File: config.mk
export PLATFORM = sky130hd
export DESIGN_NAME = profile_position_setpoint_handshake_unit
export DESIGN_NICKNAME = d
export VERILOG_FILES = /design/src/rtl/core/ppsh_pkg.sv /design/src/rtl/core/profile_position_setpoint_handshake_unit.sv /design/src/rtl/core/ppsh_cfg_regs.sv /design/src/rtl/core/ppsh_in_reg.sv /design/src/rtl/core/ppsh_step.sv
export SDC_FILE = /design/constraint.sdc
export NUM_CORES = 1
export LEC_CHECK = 0
export BUFFER_PORTS_ARGS = -buffer_cell sky130_fd_sc_hd__buf_2
export CAP_MARGIN = 30
export CORE_MARGIN = 8
export CORE_UTILIZATION = 35
export DETAILED_ROUTE_END_ITERATION = 10
export GPL_TIMING_DRIVEN = 0
export HOLD_SLACK_MARGIN = 0.15
export REMOVE_ABC_BUFFERS = 1
export SLEW_MARGIN = 5
export SYNTH_ARGS = -nofsm -noshare
export SYNTH_HDL_FRONTEND = slang
export SYNTH_SLANG_ARGS = --single-unit
File: constraint.sdc
create_clock -name clk -period 7.13 [get_ports clk]
set_input_delay 0.713 -clock clk [delete_from_list [all_inputs] [get_ports clk]]
set_output_delay 0.713 -clock clk [all_outputs]
set_load 0.01 [all_outputs]
File: src/rtl/core/ppsh_pkg.sv
package ppsh_pkg;

  // Bit positions in the status and control words.
  localparam int unsigned ACK_BIT              = 12;
  localparam int unsigned NEW_SETPOINT_BIT     = 4;
  localparam int unsigned CHANGE_IMMEDIATE_BIT = 5;

  // Register defaults and counter width.
  localparam logic [9:0]  ACK_TIMEOUT_RESET = 10'd200;
  localparam int unsigned WAIT_COUNT_W      = 11;
  localparam logic [WAIT_COUNT_W-1:0] WAIT_COUNT_MAX = '1;

  // Configuration register indexes.
  typedef enum logic [0:0] {
    CFG_CHANGE_IMMEDIATELY = 1'b0,
    CFG_ACK_TIMEOUT        = 1'b1
  } cfg_index_t;

  // One input beat.
  typedef struct packed {
    logic [15:0]        status_word;
    logic               drive_operational;
    logic [15:0]        base_control;
    logic signed [31:0] actual_position;
    logic               target_valid;
    logic signed [31:0] target_position;
  } req_t;

  // One result beat.
  typedef struct packed {
    logic [15:0]        control_word;
    logic signed [31:0] commanded_position;
  } rsp_t;

  // Settings shared by the register file and the handshake logic.
  typedef struct packed {
    logic       change_immediately;
    logic [9:0] ack_timeout;
  } cfg_t;

endpackage

File: src/rtl/core/profile_position_setpoint_handshake_unit.sv
// Channel   Signals                                  Direction  Beat
// -------   ---------------------------------------  ---------  ----------------------
// req       req_valid, req_stall, req                in         one bus-cycle sample
// rsp       rsp_valid, rsp_stall, rsp                out        control word, position
// cfg       cfg_valid, cfg_ready, cfg_index, cfg_data in        one register write
//
// One beat per clock is sustained while the result is not stalled. An accepted
// request loads the input register; the beat then passes through the handshake logic
// into the result register when that register is free. Reset (rst, synchronous)
// clears the handshake state and loads change_immediately = 0, ack_timeout = 200.
// A stalled result holds the result register, and the input register then absorbs
// one more request beat.
module profile_position_setpoint_handshake_unit
  import ppsh_pkg::*;
(
  input  logic       clk,
  input  logic       rst,
  input  logic       req_valid,
  output logic       req_stall,
  input  req_t       req,
  output logic       rsp_valid,
  input  logic       rsp_stall,
  output rsp_t       rsp,
  input  logic       cfg_valid,
  output logic       cfg_ready,
  input  cfg_index_t cfg_index,
  input  logic [9:0] cfg_data
);

  cfg_t cfg;
  logic held_valid;
  req_t held;
  logic take;

  // Configuration registers.
  ppsh_cfg_regs u_cfg_regs (
    .clk       (clk),
    .rst       (rst),
    .cfg_valid (cfg_valid),
    .cfg_ready (cfg_ready),
    .cfg_index (cfg_index),
    .cfg_data  (cfg_data),
    .cfg       (cfg)
  );

  // Input register.
  ppsh_in_reg u_in_reg (
    .clk        (clk),
    .rst        (rst),
    .req_valid  (req_valid),
    .req_stall  (req_stall),
    .req        (req),
    .held_valid (held_valid),
    .held       (held),
    .take       (take)
  );

  // Handshake logic and result register.
  ppsh_step u_step (
    .clk        (clk),
    .rst        (rst),
    .cfg        (cfg),
    .held_valid (held_valid),
    .held       (held),
    .take       (take),
    .rsp_valid  (rsp_valid),
    .rsp_stall  (rsp_stall),
    .rsp        (rsp)
  );

endmodule

File: src/rtl/core/ppsh_cfg_regs.sv
module ppsh_cfg_regs
  import ppsh_pkg::*;
(
  input  logic       clk,
  input  logic       rst,
  input  logic       cfg_valid,
  output logic       cfg_ready,
  input  cfg_index_t cfg_index,
  input  logic [9:0] cfg_data,
  output cfg_t       cfg
);

  // The register file takes a write in every cycle.
  assign cfg_ready = 1'b1;

  // Register writes by index.
  always_ff @(posedge clk) begin
    if (rst) begin
      cfg.change_immediately <= 1'b0;
      cfg.ack_timeout        <= ACK_TIMEOUT_RESET;
    end else if (cfg_valid && cfg_ready) begin
      unique case (cfg_index)
        CFG_CHANGE_IMMEDIATELY: cfg.change_immediately <= cfg_data[0];
        CFG_ACK_TIMEOUT:        cfg.ack_timeout        <= cfg_data;
        default:                cfg.ack_timeout        <= cfg.ack_timeout;
      endcase
    end
  end

endmodule

File: src/rtl/core/ppsh_in_reg.sv
module ppsh_in_reg
  import ppsh_pkg::*;
(
  input  logic clk,
  input  logic rst,
  input  logic req_valid,
  output logic req_stall,
  input  req_t req,
  output logic held_valid,
  output req_t held,
  input  logic take
);

  // The register stalls only when it holds a beat that cannot move on.
  assign req_stall = held_valid && !take;

  // Valid flag of the held beat.
  always_ff @(posedge clk) begin
    if (rst) begin
      held_valid <= 1'b0;
    end else if (!req_stall) begin
      held_valid <= req_valid;
    end
  end

  // Payload is loaded on every accepted beat.
  always_ff @(posedge clk) begin
    if (req_valid && !req_stall) begin
      held <= req;
    end
  end

endmodule

File: src/rtl/core/ppsh_step.sv
module ppsh_step
  import ppsh_pkg::*;
(
  input  logic clk,
  input  logic rst,
  input  cfg_t cfg,
  input  logic held_valid,
  input  req_t held,
  output logic take,
  output logic rsp_valid,
  input  logic rsp_stall,
  output rsp_t rsp
);

  logic                    setpoint_bit_high, setpoint_bit_high_next;
  logic                    waiting_for_ack, waiting_for_ack_next;
  logic                    waiting_for_ack_clear, waiting_for_ack_clear_next;
  logic [WAIT_COUNT_W-1:0] wait_count, wait_count_next;
  logic                    accepted_valid, accepted_valid_next;
  logic signed [31:0]      accepted_target, accepted_target_next;
  rsp_t                    rsp_next;
  logic                    ack;
  logic [WAIT_COUNT_W-1:0] count_inc;
  logic                    expired;

  // A held beat moves on when the result register is empty or being drained.
  assign take = held_valid && (!rsp_valid || !rsp_stall);

  // Saturating count of wait cycles and timeout check.
  assign ack       = held.status_word[ACK_BIT];
  assign count_inc = (wait_count == WAIT_COUNT_MAX) ? wait_count : wait_count + 1'b1;
  assign expired   = count_inc > {1'b0, cfg.ack_timeout};

  // Handshake update and result for the held beat.
  always_comb begin
    setpoint_bit_high_next     = setpoint_bit_high;
    waiting_for_ack_next       = waiting_for_ack;
    waiting_for_ack_clear_next = waiting_for_ack_clear;
    wait_count_next            = wait_count;
    accepted_valid_next        = accepted_valid;
    accepted_target_next       = accepted_target;
    rsp_next.control_word       = held.base_control;
    rsp_next.commanded_position = held.actual_position;

    if (!held.drive_operational) begin
      setpoint_bit_high_next     = 1'b0;
      waiting_for_ack_next       = 1'b0;
      waiting_for_ack_clear_next = 1'b0;
      wait_count_next            = '0;
      accepted_valid_next        = 1'b0;
    end else if (held.target_valid) begin
      rsp_next.commanded_position = held.target_position;
      if (cfg.change_immediately) begin
        rsp_next.control_word[CHANGE_IMMEDIATE_BIT] = 1'b1;
      end

      priority if (waiting_for_ack_clear) begin
        if (ack) begin
          wait_count_next = count_inc;
        end
        if (!ack || expired) begin
          waiting_for_ack_clear_next = 1'b0;
        end
      end else if (waiting_for_ack) begin
        if (ack) begin
          setpoint_bit_high_next     = 1'b0;
          waiting_for_ack_next       = 1'b0;
          waiting_for_ack_clear_next = 1'b1;
          wait_count_next            = '0;
          accepted_valid_next        = 1'b1;
          accepted_target_next       = held.target_position;
        end else if (expired) begin
          setpoint_bit_high_next = 1'b0;
          waiting_for_ack_next   = 1'b0;
          wait_count_next        = '0;
        end else begin
          wait_count_next = count_inc;
        end
      end else if (!accepted_valid || accepted_target != held.target_position) begin
        setpoint_bit_high_next = 1'b1;
        waiting_for_ack_next   = 1'b1;
        wait_count_next        = '0;
      end else begin
        wait_count_next = wait_count;
      end

      if (setpoint_bit_high_next) begin
        rsp_next.control_word[NEW_SETPOINT_BIT] = 1'b1;
      end
    end
  end

  // Handshake state advances once per beat taken.
  always_ff @(posedge clk) begin
    if (rst) begin
      setpoint_bit_high     <= 1'b0;
      waiting_for_ack       <= 1'b0;
      waiting_for_ack_clear <= 1'b0;
      wait_count            <= '0;
      accepted_valid        <= 1'b0;
    end else if (take) begin
      setpoint_bit_high     <= setpoint_bit_high_next;
      waiting_for_ack       <= waiting_for_ack_next;
      waiting_for_ack_clear <= waiting_for_ack_clear_next;
      wait_count            <= wait_count_next;
      accepted_valid        <= accepted_valid_next;
    end
  end

  // The accepted target only matters while accepted_valid is set.
  always_ff @(posedge clk) begin
    if (take) begin
      accepted_target <= accepted_target_next;
    end
  end

  // Result register valid flag.
  always_ff @(posedge clk) begin
    if (rst) begin
      rsp_valid <= 1'b0;
    end else if (take) begin
      rsp_valid <= 1'b1;
    end else if (!rsp_stall) begin
      rsp_valid <= 1'b0;
    end
  end

  // Result register payload.
  always_ff @(posedge clk) begin
    if (take) begin
      rsp <= rsp_next;
    end
  end

endmodule
==> results of run 1 <==
[cell families after synthesis]
| group | after synthesis |
|---|---|
| flip-flops | 191 |
| AND/OR/NAND/NOR | 103 |
| AO/OA/AOI/OAI | 54 |
| XOR/XNOR | 37 |
| multiplexers | 33 |
| buffers and inverters | 23 |
| adder cells (fa/ha/maj) | 11 |
| other | 1 |
[routing by layer]
layer | global-route usage (%) | vias to the layer above
met2 | 19.8 | 137
met4 | 4.16 | 12
met3 | 6.49 | 24
li1 | - | 2041
met5 | 0 | -
met1 | 12.7 | 2026
[layout by cell type (no fill, tap or decap), types with 7 or more instances in the layout]
master       n
edfxtp_1   163
buf_2      148
nand2_1     38
mux2_2      32
xnor2_1     31
dfxtp_1     28
clkbuf_16   17
inv_1       15
nor2_1      15
a21oi_1     15
ha_1        11
o21ai_0     10
nand4_1      9
a22o_1       7
inv_12       7
[sequential cells by signal, indices dropped and copies added, names as in the netlist, 11 cells and up]
| name | count |
|---|---|
| u_step.rsp | 48 |
| u_step.accepted_target | 32 |
| u_step.wait_count | 11 |
| u_cfg_regs.cfg | 11 |
| u_in_reg.held | 83 |
[layout make-up]
cell class              count  area, um^2  share of cell area (%)
diodes                      1        2.50                  0.0275
clock buffers              17         425                    4.67
clock inverters            15         221                    2.43
inverters                  16        60.1                   0.659
multi-input cells         239        1760                    19.3
flip-flops and latches    191        5460                    59.9
well taps                 270         338                    3.71
repair buffers            155         851                    9.34
[final timing paths]
kind / start / to / depth (start not counted)
setup / recovery: u_step.wait_count[4] / u_step.rsp[36] / 12
hold / removal: u_in_reg.held[77] / u_step.rsp[44] / 0
setup reg to reg: u_step.wait_count[4] / u_step.rsp[36] / 12
hold reg to reg: u_in_reg.held[77] / u_step.rsp[44] / 0
[where the power goes]
group / internal, W / switching, W / leakage (nW) / total (W)
Clock: 0.000505 / 0.000518 / 0.314 / 0.00102
Sequential: 0.00127 / 0.0000208 / 1.78 / 0.00129
Combinational: 0.0000606 / 0.0000665 / 1.38 / 0.000127
[per-stage QoR]
step                      cell area [um^2]  instances
after floorplan                       7260        446
after global placement                8340        864
after detailed placement              8460        871
after CTS                             9110        903
after global routing                  9110        904
final                                 9110        904
==> results.toml, run 1 <==
[synthesis]
synth_flop_cell = "edfxtp_1"
synth_edf_count = 163
yosys-top-cells-area = "edfxtp_1 67%, dfxtp_1 7.7%, mux2_2 4.9%"
synthDistinctLibCells = 51
synth_mux_area_share_pct = 5.08
ys_seq_elements = 191
post_synth_instance_area_um2 = 7290
synthArstFlopShare_pct = 0
synthTopCellsByCount = "163 x edfxtp_1, 39 x nand2_1, 32 x mux2_2"
yosysTopAreaCellShare_pct = 67.1
synth.most_common_cell = "edfxtp_1"
synthSimpleGateAreaFrac_pct = 7.45
ys_seq_area_share_pct = 74.8
synth_top_family_by_area = "simple AND/OR/NAND/NOR gates"
syn_area_per_cell_um2 = 16.1
yosys_warnings = 0
synth_xor_area_share_pct = 4.45
synth_area_leader_cell = "edfxtp_1"
synth_compound_area_share_pct = 5.01
yosys.area_share.adder_pct = 1.89
syn_inst = 453

[finish]
final_util_pct = 44.7
fin_nets = 745
drive_gt1_share_pct = 37.6
area_growth_pct = 25.0
fill_cells = 1825

[detailed_routing]
postRouteAntennaNets = 0
viasPerCell = 4.69
wl_met1_um = 6130
wl_met2_um = 7390
drt-initial-drc-count = 321
vias = 4240
drc = 0
drt_wl_total_um = 15200
wl_per_cell_um = 16.8
dr.pass1.iters = 5
wl_met3_um = 1450
top_layer_used = "met5"

[worst_setup_path]
crit_chain = "nand4_4 > nor4_4 > nor2_2 > and4_2 > or2_1 > ha_1 > nand4_1 > nor4_1 > o21ai_2 > o31ai_1 > a22oi_1 > o21bai_1"
path_delay_family = "simple AND/OR/NAND/NOR gates"
critPathSlowestCell = "nor4_1"
r2r_slack_ns = 3.54
startpoint_type = "register"
crit_type = "register to register"
cp_slowest_stage_delay_ns = 0.53
crit_fanout = 7
critPathArrivalTime_ns = 3.87
required_ns = 7.41
crit_buf_inv = 0
cp-end-kind = "register"

[placement]
gp_congestion = 0.800
portBuffers = 148
pre_cts_slack_ns = 3.57
dp_hpwl_um = 11200

[grt]
grt_max_degree = 32
grt_use_total_pct = 11.9
grt_pass1_vias = 4498
overflow = 0
grt_pass1_wl_um = 23800
antenna_found_initial = 7

[timing]
finalWorstSetupSlack_ns = 3.54
slew_headroom_pct = 41.4
fmax_mhz = 279
fin_crit_sh_pct = 50.3
final.setup.tns_ns = 0
setup_viol = 0
period_needed_ns = 3.59
finalHoldViolCount = 0
fin_skew_ns = 0.0160
worst_pin_slew_ns = 0.877
grt_setup_unrepaired = "false"
drv_slew = 0
holdWs_ns = 0.422

[clocking]
cts_tree = "yes"
cts_buffers = 17
cts.sinks = 191
ctsResizeCount = 0
insertion_delay_ns = 0.43
htreeDepth = 4
clockBufferDepth = 2
path_clk_slew_ns = 0.09
cts_root_buf = "clkbuf_16"
hold_buffers = 0
postCtsSetupRepairBufs = 0

[floorplan]
rows = 52
start_util_pct = 35.8
die-area_um2 = 25700
ios = 165
die_w_um = 160
coreArea_um2 = 20400
die_y_um = 160

[run_status]
outcome = "finished clean"

[worst_hold_path]
hold_class = "register to register"

[pwr]
leakage_nw = 3.47
power_w = 0.00244
power.density_nw_per_um2 = 267
ir_drop_uv = 156

[flow_run]
max-cap-violations = 0
No activity file was read; power rests on OpenSTA's default activity.
==> inputs of run 2 (changes only) <==
- clock period: 7.13 -> 3.13 ns (I/O delays scaled with it)
==> run 2 against run 1 <==
Net effect: critical path depth grew 1; worst setup slack lost 3.5 ns; first-iteration DRC count shrank 6.9%; highest routed layer is now met4; largest power group unchanged; register-to-register slack lost 3.5 ns.
==> results.toml, run 2 (synthesized netlist as in run 1, its figures left out) <==
[run_status]
outcome = "finished clean"

[timing]
fin_crit_sh_pct = 99.1
finalWorstSetupSlack_ns = 0.0273
worst_pin_slew_ns = 0.895
fin_skew_ns = 0.0146
holdWs_ns = 0.250
setup_viol = 0
finalHoldViolCount = 0
final.setup.tns_ns = 0
fmax_mhz = 322
slew_headroom_pct = 40.2
period_needed_ns = 3.10
drv_slew = 0
grt_setup_unrepaired = "true"

[finish]
n_antenna_cell = 0
final_common_cell = "edfxtp_1"
drive_gt1_share_pct = 36.3
area_growth_pct = 41.5
fin_nets = 854
largest_register_ffs = 83
design_area_um2 = 10300
reg.largest.list = "u_in_reg.held: 83 flops, u_step.rsp: 48 flops, u_step.accepted_target: 32 flops"
regMostFlops = "u_in_reg.held"
final_cell_mix = "163 x edfxtp_1, 148 x buf_2, 95 x dlygate4sd3_1"
final_util_pct = 50.7

[pwr]
ir_drop_uv = 345
p_sw_w = 0.00141
pwr-share-comb_pct = 7.0
p_clk_share_pct = 41.3
power.density_nw_per_um2 = 549
leakage_nw = 3.98
swShare_pct = 25.0
internal_power_w = 0.00425
pwr-share-seq_pct = 51.7

[detailed_routing]
drt-initial-drc-count = 299
wl_per_cell_um = 16.9
viasPerCell = 4.64
drt_wl_total_um = 17100
drc = 0
vias = 4699
postRouteAntennaNets = 0
dr.pass1.iters = 4

[worst_setup_path]
cp-end-kind = "register"
crit_fanout = 7
r2r_slack_ns = 0.03
cp_slowest_stage_delay_ns = 0.39
crit_type = "register to register"
critPathSlowestCell = "dfxtp_4"
critPathArrivalTime_ns = 3.37
r2r-end = "u_step.rsp[36]"
startpoint_type = "register"
r2r_cells = 13
crit_chain = "nand4_4 > nor4_4 > nor2_2 > and4_4 > or2_1 > ha_1 > nand4_1 > o2111a_1 > o31a_1 > buf_4 > o31ai_4 > a22oi_2 > o21bai_1"
r2r_start = "u_step.wait_count[3]"
required_ns = 3.40

[flow_run]
max-cap-violations = 0

[placement]
pre_cts_slack_ns = -0.434
gp_congestion = 0.800
dp_hpwl_um = 11200
placed_cell_area_um2 = 8460
portBuffers = 148

[grt]
grt_max_degree = 32
overflow = 0
grt_pass1_vias = 5086
antenna_found_initial = 0
grt_pass1_wl_um = 26800
grt_use_total_pct = 13.2

[floorplan]
rows = 52
die-area_um2 = 25700
start_util_pct = 35.8
coreArea_um2 = 20400
die_w_um = 160
ios = 165
die_y_um = 160

[clocking]
clockBufferDepth = 2
path_clk_slew_ns = 0.08
cts_root_buf = "clkbuf_16"
htreeDepth = 4
cts_buffers = 17
cts_tree = "yes"
insertion_delay_ns = 0.43
cts.sinks = 191

[worst_hold_path]
min-delay-start = "cfg_index"
hold_depth = 4
hold_class = "input port to register"
hold_end = "u_cfg_regs.cfg[10]"
## run 2: power groups by stage
stage | registers (W) | logic, W | clock network, W
5_1_grt | 0.00294 | 0.000430 | 0.00248
3_5_place_dp | 0.00299 | 0.000296 | 0
3_3_place_gp | 0.00300 | 0.000276 | 0
6_report | 0.00293 | 0.000394 | 0.00234
4_1_cts | 0.00293 | 0.000393 | 0.00239
2_1_floorplan | 0.00300 | 0.000127 | 0
## run 2: critical path, delay by kind of cell (launching register included)
kind	cells	cell delay, ns
compound gates	5	0.98
fa+ha+maj	1	0.30
buf+inv	1	0.17
flops	1	0.39
simple gates	6	1.11
## run 2: per-layer routing
metal	track usage [%]	vias to the layer above	share of wire [%]
met2	23.0	144	51
met1	14.1	2276	40
li1	-	2262	-
met4	4.55	0	1.1
met3	5.78	17	7.9
met5	0	-	0
## run 2: worst max path at each step
stage | from | end | cells after the start
after global routing | u_step.wait_count[0] | u_step.rsp[36] | 14
after detailed placement | u_step.wait_count[4] | u_step.rsp[36] | 12
after CTS | u_step.wait_count[6] | u_step.rsp[36] | 13
after floorplan | u_step.rsp_valid | u_in_reg.held[0] | 2
after global placement | rsp_stall | u_in_reg.held[68] | 3
final | u_step.wait_count[3] | u_step.rsp[36] | 13
## run 2: area by class of cell
| cell class | instances | area, um^2 |
|---|---|---|
| Fill cell | 1694 | 10000 |
| Clock buffer | 17 | 425 |
| Multi-Input combinational cell | 240 | 1900 |
| Sequential cell | 191 | 5470 |
| Clock inverter | 15 | 221 |
| Tap cell | 270 | 338 |
| Inverter | 16 | 60.1 |
| Timing Repair Buffer | 263 | 1900 |
## run 2: through the flow
stage	power, W	std cells
after floorplan	0.00313	446
after global placement	0.00327	864
after detailed placement	0.00329	871
after CTS	0.00572	1003
after global routing	0.00585	1012
final	0.00566	1012
## run 2: timing repair
action                                 4_1_cts  5_1_grt
setup endpoints to repair                   15       15
endpoints found under the hold margin       96        0
pin swaps                                    5       15
gates resized for setup                     15       18
cloned                                       0        1
hold buffers                                95        0
setup buffers                                5        9
